File: config.mk
export PLATFORM = sky130hd
export DESIGN_NAME = chip8_instruction_execute_top
export DESIGN_NICKNAME = d
export VERILOG_FILES = /design/src/hw/rtl/c8_exec_pkg.sv /design/src/hw/rtl/c8_exec_regfile.sv /design/src/hw/rtl/c8_exec_stack.sv /design/src/hw/rtl/chip8_instruction_execute_top.sv
export SDC_FILE = /design/constraint.sdc
export NUM_CORES = 1
export LEC_CHECK = 0
export BUFFER_PORTS_ARGS = -buffer_cell sky130_fd_sc_hd__buf_2
export CAP_MARGIN = 20
export CELL_PAD_IN_SITES_DETAIL_PLACEMENT = 0
export CELL_PAD_IN_SITES_GLOBAL_PLACEMENT = 1
export CORE_AREA = 5 5 296 298
export CTS_BUF_LIST = sky130_fd_sc_hd__clkbuf_4 sky130_fd_sc_hd__clkbuf_8
export DETAILED_ROUTE_END_ITERATION = 6
export DIE_AREA = 0 0 301 303
export PLACE_DENSITY = 0.48
export SYNTH_ARGS = -nofsm -noshare
export SYNTH_HDL_FRONTEND = slang
export SYNTH_HIERARCHICAL = 1
export SYNTH_SLANG_ARGS = --single-unit
File: constraint.sdc
create_clock -name clk -period 4.4 [get_ports clk]
set_clock_uncertainty 0.05 [all_clocks]
set_input_delay 0.22 -clock clk [delete_from_list [all_inputs] [get_ports clk]]
set_output_delay 0.22 -clock clk [all_outputs]
set_load 0.01 [all_outputs]
File: src/hw/rtl/c8_exec_pkg.sv
// ----------------------------------------------------------------------------
// c8_exec_pkg
// Shared types and constants for the CHIP-8 instruction execute block.
// ----------------------------------------------------------------------------
`timescale 1ns / 1ps
`default_nettype none

package c8_exec_pkg;

  // Default number of return stack entries
  localparam int STACK_DEPTH_DEF = 16;

  localparam logic [11:0] PC_RESET = 12'h200;
  localparam logic [15:0] OP_CLS   = 16'h00E0;
  localparam logic [15:0] OP_RET   = 16'h00EE;
  localparam logic [3:0]  FLAG_REG = 4'hF;
  localparam logic [3:0]  ZERO_REG = 4'h0;

  // Stack error codes
  localparam logic [1:0] ERR_NONE      = 2'd0;
  localparam logic [1:0] ERR_OVERFLOW  = 2'd1;
  localparam logic [1:0] ERR_UNDERFLOW = 2'd2;

  // Opcode groups (bits 15..12)
  localparam logic [3:0] GRP_SYS  = 4'h0;
  localparam logic [3:0] GRP_JP   = 4'h1;
  localparam logic [3:0] GRP_CALL = 4'h2;
  localparam logic [3:0] GRP_SEI  = 4'h3;
  localparam logic [3:0] GRP_SNEI = 4'h4;
  localparam logic [3:0] GRP_SER  = 4'h5;
  localparam logic [3:0] GRP_LDI  = 4'h6;
  localparam logic [3:0] GRP_ADDI = 4'h7;
  localparam logic [3:0] GRP_ALU  = 4'h8;
  localparam logic [3:0] GRP_SNER = 4'h9;
  localparam logic [3:0] GRP_LDIX = 4'hA;
  localparam logic [3:0] GRP_JPV0 = 4'hB;
  localparam logic [3:0] GRP_RND  = 4'hC;

  // ALU codes (bits 3..0 of the 8XY group)
  localparam logic [3:0] ALU_LD   = 4'h0;
  localparam logic [3:0] ALU_OR   = 4'h1;
  localparam logic [3:0] ALU_AND  = 4'h2;
  localparam logic [3:0] ALU_XOR  = 4'h3;
  localparam logic [3:0] ALU_ADD  = 4'h4;
  localparam logic [3:0] ALU_SUB  = 4'h5;
  localparam logic [3:0] ALU_SHR  = 4'h6;
  localparam logic [3:0] ALU_SUBN = 4'h7;
  localparam logic [3:0] ALU_SHL  = 4'hE;

  typedef struct packed {
    logic [15:0] opcode;
    logic [7:0]  random_byte;
  } in_item_t;

  typedef struct packed {
    logic [11:0] next_pc;
    logic        clear_screen;
    logic [1:0]  stack_error;
    logic [7:0]  vx_value;
    logic [7:0]  vf_value;
    logic [11:0] index_value;
  } out_item_t;

  // Register file write port
  typedef struct packed {
    logic       en;
    logic [3:0] addr;
    logic [7:0] data;
  } rf_wr_t;

endpackage

`default_nettype wire

File: src/hw/rtl/c8_exec_regfile.sv
// ----------------------------------------------------------------------------
// c8_exec_regfile
// General register memory: one write port, two registered read ports.
// Entries never written read as zero through per-entry valid bits.
// ----------------------------------------------------------------------------
`timescale 1ns / 1ps
`default_nettype none

module c8_exec_regfile (
  input  wire                   clk,
  input  wire                   rst_n,
  input  wire c8_exec_pkg::rf_wr_t wr,
  input  wire                   rd_en,
  input  wire [3:0]             rd_addr_x,
  input  wire [3:0]             rd_addr_y,
  output logic [7:0]            rd_data_x,
  output logic [7:0]            rd_data_y
);

  logic [7:0]  mem [16];
  logic [15:0] vld_r;
  logic [7:0]  data_x_r;
  logic [7:0]  data_y_r;
  logic        ok_x_r;
  logic        ok_y_r;

  // Track which entries hold written data
  always_ff @(posedge clk) begin
    if (!rst_n) begin
      vld_r <= '0;
    end else if (wr.en) begin
      vld_r[wr.addr] <= 1'b1;
    end
  end

  // Write and read the array
  always_ff @(posedge clk) begin
    if (wr.en) begin
      mem[wr.addr] <= wr.data;
    end
    if (rd_en) begin
      data_x_r <= mem[rd_addr_x];
      data_y_r <= mem[rd_addr_y];
      ok_x_r   <= vld_r[rd_addr_x];
      ok_y_r   <= vld_r[rd_addr_y];
    end
  end

  assign rd_data_x = ok_x_r ? data_x_r : 8'h00;
  assign rd_data_y = ok_y_r ? data_y_r : 8'h00;

endmodule

`default_nettype wire

File: src/hw/rtl/c8_exec_stack.sv
// ----------------------------------------------------------------------------
// c8_exec_stack
// Return stack memory: one write port, one registered read port.
// ----------------------------------------------------------------------------
`timescale 1ns / 1ps
`default_nettype none

module c8_exec_stack #(
  parameter int STACK_DEPTH = c8_exec_pkg::STACK_DEPTH_DEF,
  localparam int IW = $clog2(STACK_DEPTH)
) (
  input  wire             clk,
  input  wire             wr_en,
  input  wire  [IW-1:0]   wr_addr,
  input  wire  [11:0]     wr_data,
  input  wire             rd_en,
  input  wire  [IW-1:0]   rd_addr,
  output logic [11:0]     rd_data
);

  logic [11:0] mem [STACK_DEPTH];

  // Write and read the array
  always_ff @(posedge clk) begin
    if (wr_en) begin
      mem[wr_addr] <= wr_data;
    end
    if (rd_en) begin
      rd_data <= mem[rd_addr];
    end
  end

endmodule

`default_nettype wire

File: src/hw/rtl/chip8_instruction_execute_top.sv
// ----------------------------------------------------------------------------
// chip8_instruction_execute_top
// CHIP-8 execute core: one opcode in, one machine-state report out.
// ----------------------------------------------------------------------------
// The block takes one opcode per clock while the output is not stalled and
// returns one result per opcode, in order, via the execute stage register
// and the output register. The opcode's register and return stack reads are
// issued at the transfer edge; the execute stage then executes it and, when
// it advances, writes the register file, stack and PC and loads the output
// register. The rate of one opcode per cycle rests on the read-modify-write
// of the register file, with the write of the executing opcode bypassed into
// the reads of the one behind it. V0 is mirrored in a flip-flop for BNNN; VF,
// the flag target, lives only in a flip-flop. After reset the PC is 0x200 and
// all registers read zero; there is no clearing pass.
`timescale 1ns / 1ps
`default_nettype none

module chip8_instruction_execute_top #(
  parameter int STACK_DEPTH = c8_exec_pkg::STACK_DEPTH_DEF
) (
  input  wire                     clk,
  input  wire                     rst_n,
  input  wire                     in_valid,
  output logic                    in_stall,
  input  wire c8_exec_pkg::in_item_t in_data,
  output logic                    out_valid,
  input  wire                     out_stall,
  output c8_exec_pkg::out_item_t  out_data
);

  localparam int IW  = $clog2(STACK_DEPTH);
  localparam int SPW = $clog2(STACK_DEPTH + 1);

  // Execute stage
  logic                  s1_vld_r;
  c8_exec_pkg::in_item_t s1_r;
  logic                  bx_vld_r, by_vld_r, bs_vld_r;
  logic [7:0]            bx_data_r, by_data_r;
  logic [11:0]           bs_data_r;

  // Architectural state in flops
  logic [11:0]    pc_r, pc_nxt;
  logic [SPW-1:0] sp_r, sp_nxt;
  logic [11:0]    idx_r, idx_nxt;
  logic [7:0]     vf_r, vf_nxt;
  logic [7:0]     v0_r, v0_nxt;

  // Output register
  logic                   out_vld_r;
  c8_exec_pkg::out_item_t out_r;

  logic in_xfer;
  logic s1_go;

  // Memory ports
  c8_exec_pkg::rf_wr_t rf_wr;
  logic [7:0]          rf_x, rf_y;
  logic                stk_we;
  logic [IW-1:0]       stk_waddr;
  logic [IW-1:0]       stk_raddr;
  logic [11:0]         stk_rdata;
  logic [SPW-1:0]      sp_eff;
  logic [SPW-1:0]      sp_m1;

  // Execute signals
  logic [3:0]  x, y, grp, alu;
  logic [7:0]  kk;
  logic [11:0] nnn;
  logic [7:0]  vx, vy;
  logic [11:0] pc_inc, pc_skip, ret_pc;
  logic [8:0]  sum9;
  logic        wr_en;
  logic [7:0]  wr_val;
  logic        flag_en;
  logic        flag_val;
  logic        cls;
  logic [1:0]  err;
  logic [7:0]  vx_final;

  // Handshake: stage advances when the output register is free or leaving
  assign s1_go    = s1_vld_r && (!out_vld_r || !out_stall);
  assign in_stall = s1_vld_r && !s1_go;
  assign in_xfer  = in_valid && !in_stall;

  // Field split
  assign grp = s1_r.opcode[15:12];
  assign x   = s1_r.opcode[11:8];
  assign y   = s1_r.opcode[7:4];
  assign alu = s1_r.opcode[3:0];
  assign kk  = s1_r.opcode[7:0];
  assign nnn = s1_r.opcode[11:0];

  // Operands: VF from its flop, others from memory with bypass
  assign vx = (x == c8_exec_pkg::FLAG_REG) ? vf_r : (bx_vld_r ? bx_data_r : rf_x);
  assign vy = (y == c8_exec_pkg::FLAG_REG) ? vf_r : (by_vld_r ? by_data_r : rf_y);
  assign ret_pc  = bs_vld_r ? bs_data_r : stk_rdata;
  assign pc_inc  = pc_r + 12'd1;
  assign pc_skip = pc_r + 12'd2;
  assign sum9    = {1'b0, vx} + {1'b0, vy};

  // Decode and execute
  always_comb begin
    pc_nxt    = pc_inc;
    sp_nxt    = sp_r;
    idx_nxt   = idx_r;
    wr_en     = 1'b0;
    wr_val    = vx;
    flag_en   = 1'b0;
    flag_val  = 1'b0;
    cls       = 1'b0;
    err       = c8_exec_pkg::ERR_NONE;
    stk_we    = 1'b0;
    stk_waddr = sp_r[IW-1:0];
    case (grp)
      c8_exec_pkg::GRP_SYS: begin
        if (s1_r.opcode == c8_exec_pkg::OP_CLS) begin
          cls = 1'b1;
        end else if (s1_r.opcode == c8_exec_pkg::OP_RET) begin
          if (sp_r == '0) begin
            err = c8_exec_pkg::ERR_UNDERFLOW;
          end else begin
            sp_nxt = sp_r - SPW'(1);
            pc_nxt = ret_pc;
          end
        end else begin
          pc_nxt = nnn;
        end
      end
      c8_exec_pkg::GRP_JP:   pc_nxt = nnn;
      c8_exec_pkg::GRP_CALL: begin
        if (sp_r >= SPW'(STACK_DEPTH)) begin
          err = c8_exec_pkg::ERR_OVERFLOW;
        end else begin
          stk_we = 1'b1;
          sp_nxt = sp_r + SPW'(1);
          pc_nxt = nnn;
        end
      end
      c8_exec_pkg::GRP_SEI:  if (vx == kk) pc_nxt = pc_skip;
      c8_exec_pkg::GRP_SNEI: if (vx != kk) pc_nxt = pc_skip;
      c8_exec_pkg::GRP_SER:  if (vx == vy) pc_nxt = pc_skip;
      c8_exec_pkg::GRP_SNER: if (vx != vy) pc_nxt = pc_skip;
      c8_exec_pkg::GRP_LDI: begin
        wr_en  = 1'b1;
        wr_val = kk;
      end
      c8_exec_pkg::GRP_ADDI: begin
        wr_en  = 1'b1;
        wr_val = vx + kk;
      end
      c8_exec_pkg::GRP_ALU: begin
        case (alu)
          c8_exec_pkg::ALU_LD:  begin wr_en = 1'b1; wr_val = vy; end
          c8_exec_pkg::ALU_OR:  begin wr_en = 1'b1; wr_val = vx | vy; end
          c8_exec_pkg::ALU_AND: begin wr_en = 1'b1; wr_val = vx & vy; end
          c8_exec_pkg::ALU_XOR: begin wr_en = 1'b1; wr_val = vx ^ vy; end
          c8_exec_pkg::ALU_ADD: begin
            wr_en = 1'b1; wr_val = sum9[7:0];
            flag_en = 1'b1; flag_val = sum9[8];
          end
          c8_exec_pkg::ALU_SUB: begin
            wr_en = 1'b1; wr_val = vx - vy;
            flag_en = 1'b1; flag_val = (vx > vy);
          end
          c8_exec_pkg::ALU_SHR: begin
            wr_en = 1'b1; wr_val = {1'b0, vx[7:1]};
            flag_en = 1'b1; flag_val = vx[0];
          end
          c8_exec_pkg::ALU_SUBN: begin
            wr_en = 1'b1; wr_val = vy - vx;
            flag_en = 1'b1; flag_val = (vy > vx);
          end
          c8_exec_pkg::ALU_SHL: begin
            wr_en = 1'b1; wr_val = {vx[6:0], 1'b0};
            flag_en = 1'b1; flag_val = vx[7];
          end
          default: ;
        endcase
      end
      c8_exec_pkg::GRP_LDIX: idx_nxt = nnn;
      c8_exec_pkg::GRP_JPV0: pc_nxt = {4'h0, v0_r} + nnn;
      c8_exec_pkg::GRP_RND: begin
        wr_en  = 1'b1;
        wr_val = s1_r.random_byte & kk;
      end
      default: ;
    endcase
  end

  // Resolve register targets: flag overrides a write to VF
  always_comb begin
    vf_nxt = vf_r;
    v0_nxt = v0_r;
    if (wr_en && x == c8_exec_pkg::FLAG_REG) vf_nxt = wr_val;
    if (wr_en && x == c8_exec_pkg::ZERO_REG) v0_nxt = wr_val;
    if (flag_en) vf_nxt = {7'd0, flag_val};
    vx_final = (x == c8_exec_pkg::FLAG_REG) ? vf_nxt : (wr_en ? wr_val : vx);
  end

  assign rf_wr.en   = s1_go && wr_en && (x != c8_exec_pkg::FLAG_REG);
  assign rf_wr.addr = x;
  assign rf_wr.data = wr_val;

  // Stack read address follows the pointer left by the executing opcode
  assign sp_eff    = s1_go ? sp_nxt : sp_r;
  assign sp_m1     = sp_eff - SPW'(1);
  assign stk_raddr = sp_m1[IW-1:0];

  c8_exec_regfile u_regfile (
    .clk       (clk),
    .rst_n     (rst_n),
    .wr        (rf_wr),
    .rd_en     (in_xfer),
    .rd_addr_x (in_data.opcode[11:8]),
    .rd_addr_y (in_data.opcode[7:4]),
    .rd_data_x (rf_x),
    .rd_data_y (rf_y)
  );

  c8_exec_stack #(
    .STACK_DEPTH (STACK_DEPTH)
  ) u_stack (
    .clk     (clk),
    .wr_en   (s1_go && stk_we),
    .wr_addr (stk_waddr),
    .wr_data (pc_inc),
    .rd_en   (in_xfer),
    .rd_addr (stk_raddr),
    .rd_data (stk_rdata)
  );

  // Capture the opcode and bypass any write landing at the read edge
  always_ff @(posedge clk) begin
    if (in_xfer) begin
      s1_r      <= in_data;
      bx_vld_r  <= rf_wr.en && (rf_wr.addr == in_data.opcode[11:8]);
      by_vld_r  <= rf_wr.en && (rf_wr.addr == in_data.opcode[7:4]);
      bx_data_r <= rf_wr.data;
      by_data_r <= rf_wr.data;
      bs_vld_r  <= s1_go && stk_we && (stk_waddr == stk_raddr);
      bs_data_r <= pc_inc;
    end
  end

  // Advance control and architectural state
  always_ff @(posedge clk) begin
    if (!rst_n) begin
      s1_vld_r  <= 1'b0;
      out_vld_r <= 1'b0;
      pc_r      <= c8_exec_pkg::PC_RESET;
      sp_r      <= '0;
      idx_r     <= '0;
      vf_r      <= '0;
      v0_r      <= '0;
    end else begin
      if (in_xfer) begin
        s1_vld_r <= 1'b1;
      end else if (s1_go) begin
        s1_vld_r <= 1'b0;
      end
      if (s1_go) begin
        out_vld_r <= 1'b1;
        pc_r      <= pc_nxt;
        sp_r      <= sp_nxt;
        idx_r     <= idx_nxt;
        vf_r      <= vf_nxt;
        v0_r      <= v0_nxt;
      end else if (!out_stall) begin
        out_vld_r <= 1'b0;
      end
    end
  end

  // Load the output register
  always_ff @(posedge clk) begin
    if (s1_go) begin
      out_r.next_pc      <= pc_nxt;
      out_r.clear_screen <= cls;
      out_r.stack_error  <= err;
      out_r.vx_value     <= vx_final;
      out_r.vf_value     <= vf_nxt;
      out_r.index_value  <= idx_nxt;
    end
  end

  assign out_valid = out_vld_r;
  assign out_data  = out_r;

  // Checks
  a_sp_bound: assert property (@(posedge clk) disable iff (!rst_n)
    sp_r <= SPW'(STACK_DEPTH))
    else $error("stack pointer beyond depth");

  a_err_sp_hold: assert property (@(posedge clk) disable iff (!rst_n)
    (s1_go && err != c8_exec_pkg::ERR_NONE) |=> (sp_r == $past(sp_r)))
    else $error("stack pointer moved on stack error");

  a_stall_busy: assert property (@(posedge clk) disable iff (!rst_n)
    in_stall |-> (s1_vld_r && out_vld_r))
    else $error("input stalled with free pipeline");

  a_cls_no_err: assert property (@(posedge clk) disable iff (!rst_n)
    (out_vld_r && out_r.clear_screen) |-> (out_r.stack_error == c8_exec_pkg::ERR_NONE))
    else $error("clear screen reported with stack error");

endmodule

`default_nettype wire

After elaboration in Yosys (flattened, before gate mapping)
Memories as Yosys holds them, arrays and structs flattened. A register that Yosys moved wholly into a read port is not among the register bits.
Index checks and enable logic that the tools add are counted.
Widths: inputs -> output; s select.
{"block": "op_classes", "addsub": 10, "magnitude_cmp": 7, "div": 0, "bitwise_logic": 5, "reduce_logical": 26, "mux": 57, "n_eq_ne": 33, "mul": 0, "n_shift": 0}
{"op": "$mux 12", "n": 10}
{"op": "$pmux 12 s8", "n": 1}
{"op": "$mux 8", "n": 10}
{"op": "$pmux 8 s9", "n": 1}
{"op": "$eq 16x8->1 const B", "n": 2}
{"op": "$eq 4x3->1 const B", "n": 8}
{"op": "$eq 4x4->1 const B", "n": 8}
{"op": "$pmux 8 s4", "n": 1}
{"op": "$mux 5", "n": 5}
{"op": "$mux 1", "n": 19}
{"op": "$and 8x8->8", "n": 2}
{"op": "$eq 4x2->1 const B", "n": 4}
{"op": "$eq 8x8->1", "n": 2}
{"op": "$gt 8x8->1", "n": 2}
{"op": "$ne 8x8->1", "n": 2}
{"op": "$or 16x16->16", "n": 1}
{"op": "$sub 8x8->8", "n": 2}
{"op": "$lt 4x5->1 const B", "n": 3}
{"op": "$add 12x1->12 const B", "n": 1}
{"op": "$add 12x2->12 const B", "n": 1}
{"op": "$add 8x12->12", "n": 1}
{"op": "$eq 4x4->1", "n": 3}
{"op": "$logic_and 1x1->1", "n": 12}
{"op": "$logic_not 4->1", "n": 3}
{"op": "27 further kinds", "n": 34}
{"block": "totals", "latchBits": 0, "n_memories": 2, "ram_bits": 320, "out_inout_bits": 45, "word_cells": 163, "regBits": 155, "in_bits": 28, "mem_bits_ro": 0}
{"memory": "u_stack.mem", "depth": 16, "width": 12, "rd": 1, "rd_clocked_by_memory_dff": 1, "wr": 1, "line_no": "c8_exec_stack.sv:21", "source": "logic [11:0] mem [STACK_DEPTH];"}
{"memory": "u_regfile.mem", "depth": 16, "width": 8, "rd": 2, "rd_clocked_by_memory_dff": 2, "wr": 1, "line_no": "c8_exec_regfile.sv:20", "source": "logic [7:0] mem [16];"}

Logic depth before layout (Yosys ltp)
{"block": "logic_depth", "ltp_word": 9, "mapped_depth": 16, "depth_no_buf": 15}

Cells and area by module
Netlist, hierarchy kept.
{"mod": "chip8_instruction_execute_top", "cells_each": 1116, "seq_area_each_um2": 3643.5, "instances": 1, "area_per_inst_um2": 10103.4}
{"mod": "c8_exec_stack", "cells_each": 329, "seq_area_each_um2": 6125.9, "instances": 1, "area_per_inst_um2": 7719.9}
{"mod": "c8_exec_regfile", "cells_each": 375, "seq_area_each_um2": 4704.5, "instances": 1, "area_per_inst_um2": 7389.6}

Worst setup path before layout
No wires, ideal clock.
{"block": "synth_path", "path_kind": "reg2reg", "start": "register out_vld_r (netlist: out_valid)", "end": "register s1_r, in the netlist alu[0] (enable)", "period_less_slack_ns": 4.550, "path_buffers": 0, "path_slack_ns": -0.150, "path_stages_with_launch": 3, "setup_time_ns": 0.521, "t_arrival_ns": 3.979, "required_ns": 3.829, "path_cell_list": "dfxtp_1 > and3_1 > nor2b_1"}
{"block": "synth_via", "elab_chain_len": 7}
{"item": "start: declaration", "line_no": "chip8_instruction_execute_top.sv:49", "source": "logic out_vld_r;"}
{"item": "start signal: assignment", "line_no": "chip8_instruction_execute_top.sv:249", "source": "out_vld_r <= 1'b0;"}
{"item": "start signal: assignment", "line_no": "chip8_instruction_execute_top.sv:262", "source": "out_vld_r <= 1'b1;"}
{"item": "start signal: assignment", "line_no": "chip8_instruction_execute_top.sv:269", "source": "out_vld_r <= 1'b0;"}
{"item": "$logic_not 1->1", "line_no": "chip8_instruction_execute_top.sv:81", "source": "assign s1_go = s1_vld_r && (!out_vld_r || !out_stall);"}
{"item": "$logic_or 1x1->1", "line_no": "chip8_instruction_execute_top.sv:81"}
{"item": "$logic_and 1x1->1", "line_no": "chip8_instruction_execute_top.sv:81"}
{"item": "$logic_not 1->1", "line_no": "chip8_instruction_execute_top.sv:82", "source": "assign in_stall = s1_vld_r && !s1_go;"}
{"item": "$logic_and 1x1->1", "line_no": "chip8_instruction_execute_top.sv:82"}
{"item": "via in_stall", "line_no": "chip8_instruction_execute_top.sv:24", "source": "output logic in_stall,"}
{"item": "$logic_not 1->1", "line_no": "chip8_instruction_execute_top.sv:83", "source": "assign in_xfer = in_valid && !in_stall;"}
{"item": "$logic_and 1x1->1", "line_no": "chip8_instruction_execute_top.sv:83"}
{"item": "via in_xfer", "line_no": "chip8_instruction_execute_top.sv:52", "source": "logic in_xfer;"}
{"item": "end signal: assignment", "line_no": "chip8_instruction_execute_top.sv:235", "source": "s1_r <= in_data;"}
{"item": "end: declaration", "line_no": "chip8_instruction_execute_top.sv:36", "source": "c8_exec_pkg::in_item_t s1_r;"}
The timed path passes the listed nets, and every way through them passes these cells.
A chain may end at the register's enable or synchronous reset.

==> flow_metrics.tcl <==
set metrics [dict create \
    h-tree-depth 3 \
    synthToLayoutAreaGrowth_pct 19.1 \
    cp_max_fo 17 \
    fin_crit_sh_pct 95.4 \
    numCtsBuffers 90 \
    async_flop_share_pct 0 \
    dr.pass1.iters 5 \
    ys_types 96 \
    grt_max_degree 41 \
    synthTopCellsByCount "440 x edfxtp_1, 128 x nand2_1, 99 x nor2_1" \
    synthesis.instances 1820 \
    worst-path-buf-inv 8 \
    tightestPinTransition_ns 1.12 \
    io_buffers 72 \
    relSlewSlack_pct 25.0 \
    grt_pass1_vias 17100 \
    ys_seq_elements 503 \
    dpl.cell_count 3104 \
    via_per_inst 5.16 \
    synth_flop_cell "edfxtp_1" \
    die_w_um 301 \
    core_um2 84600 \
    synth_area_leaders "edfxtp_1 52%, mux4_2 6.0%, mux4_1 5.3%, dfxtp_1 5.0%, ha_1 2.5%" \
    cts_tree "done" \
    worstSetupPathType "reg -> reg" \
    clock_sinks 503 \
    cap_violations 0 \
    grt_overflow 0 \
    layout.nets 2168 \
    avgSynthCellArea_um2 13.9 \
    finalSetupViolCount 0 \
    synth_top_area_share_pct 52.4 \
    power.leakage_nw 10.7 \
    status "complete, no violations" \
    clkLatencyLatePin_ns 0.68 \
    report.final.slew_viol_count 0 \
    drive_above_1_share_pct 25.0 \
    total_power_mw 11.1 \
    instances_no_fill 3299 \
    cpPeakStageDelay_ns 0.44 \
    ys_warn_count 6 \
    num_vias 17000 \
    crit_path_start_kind "flip-flop" \
    rows 107 \
    cpMostUsedCell "buf_4" \
    synth_nets 1903 \
    peakVddDrop_mv 0.215 \
    postRouteAntennaNets 0 \
    crit_chain "buf_4 > nand4_1 > buf_4 > mux2i_1 > buf_4 > inv_1 > ha_2 > inv_1 > fa_1 > nor2b_1 > o21ai_1 > a21oi_1 > o21a_1 > o21a_1 > o31ai_2 > buf_4 > a221oi_2 > buf_4 > nor2_1 > buf_4" \
    synth-edff-count 440 \
    first_iter_violations 1328 \
    die_h_um 303 \
    antenna_found_initial 2 \
    worstPathArrival_ns 4.54 \
    hold_viol_final 0 \
    globalplace.congestion 0.880 \
    hold_class "in -> reg" \
    cp_slowest_cell "fa_1" \
    cts-root-buf "clkbuf_8" \
    io_pins 73 \
    drt_wl_total_um 80500 \
    fmax_mhz 238 \
    die_area_um2 91200 \
    start_util_pct 29.8 \
    synth_area_leader_cell "edfxtp_1" \
    drc 0 \
    synth-seq-area-share_pct 57.4 \
    cts.clk_slew.worst_paths_ns 0.06 \
    cp-end-kind "flip-flop" \
    powerDensity_nw_per_um2 370 \
    groute.usage.overall_pct 17.3 \
    grt_pass1_wl_um 118000 \
    cp.required_ns 4.74 \
    clockBufferDepth 3 \
    yosysMostFrequentCell "edfxtp_1" \
    dpl.hpwl_um 57200 \
    totalNegativeSetupSlack_ns 0 \
    syn-cell-area_um2 25200 \
    crit_family "buffers and inverters" \
    finalCriticalPeriod_ns 4.20 \
    wire_per_inst_um 24.4 \
]
## sequential cells by signal, indices dropped and copies added (netlist names), 5 cells and up
register	cells
u_regfile/mem	128
s1_r	8
bs_data_r	12
u_regfile/vld_r	16
vf_r	8
pc_r	12
u_stack/rd_data	12
by_data_r	8
u_regfile/data_y_r	8
out_data	43
u_regfile/data_x_r	8
sp_r	5
idx_r	12
u_stack/mem	192
v0_r	8
## cells in the final DEF (no fill, tap or decap), drive strengths merged, types with 63 or more instances in the layout
cell type	count
a22oi	70
edfxtp	440
o21ai	79
nand2	128
a21oi	64
mux4	120
clkbuf	121
dfxtp	63
buf	251
nor2	100
## cell families (layout without fill, tap and decap cells)
family	count (synthesis)	after routing	synth area share [%]
fa+ha+maj	55	55	2.88
other cells	0	3	0
flops	503	503	57.4
buf+inv	158	490	3.13
xor+xnor	46	46	1.60
simple gates	447	447	9.08
mux	181	181	14.1
compound gates	430	430	11.9
## path summary, 6_finish.rpt
kind	start	end	slack, ns	depth (start not counted)
setup / recovery	kk[7]	u_regfile/mem[12][6]	0.20	20
hold reg to reg	idx_r[2]	idx_r[2]	0.41	2
setup reg to reg	kk[7]	u_regfile/mem[12][6]	0.20	20
hold / removal	in_data[17]	nnn[9]	0.22	2
## final cells by class
cell class | instances | area [um^2]
antenna | 3 | 7.51
clock buffer | 121 | 1480
clock inverter | 38 | 293
fill | 8280 | 54600
inverter | 55 | 211
multi-input combinational | 1159 | 10100
sequential | 503 | 14500
tap | 1144 | 1430
timing repair buffer | 276 | 2040
## per-stage QoR
step	setup slack (ns)	util, %	instance area [um^2]	hold WS (ns)
floorplan	0.182	-	25200	0.269
global placement	-0.0890	32.9	27800	0.363
detailed placement	-0.0541	32.9	27800	0.348
CTS	-0.00111	35.3	29900	0.138
global route	-0.00927	35.5	30000	0.180
finish	0.203	35.5	30000	0.217
## power breakdown
part,switching (mW),internal (mW),leakage [nW]
Combinational,0.844,0.511,5.19
Clock,1.97,2.38,0.936
Sequential,0.0584,5.34,4.58
Total,2.87,8.23,10.7
## layer usage
metal  track usage [%]  vias to the layer above  part of all wire [%]
met5                 0                        -                 0.016
met4              4.61                        2                   2.3
met3              3.26                      121                   5.4
met2              26.9                      493                    45
met1              25.2                     8619                    48
li1                  -                     7786                     -
## repair_timing
action | 4_1_cts | 5_1_grt
buffers inserted | 0 | 8
gates cloned | 0 | 0
pin swaps | 0 | 4
resized for setup | 6 | 18
hold endpoints to repair | 57 | 0
hold buffers | 25 | 0
endpoints found under the setup margin | 36 | 114
No activity file was read; power rests on OpenSTA's default activity.
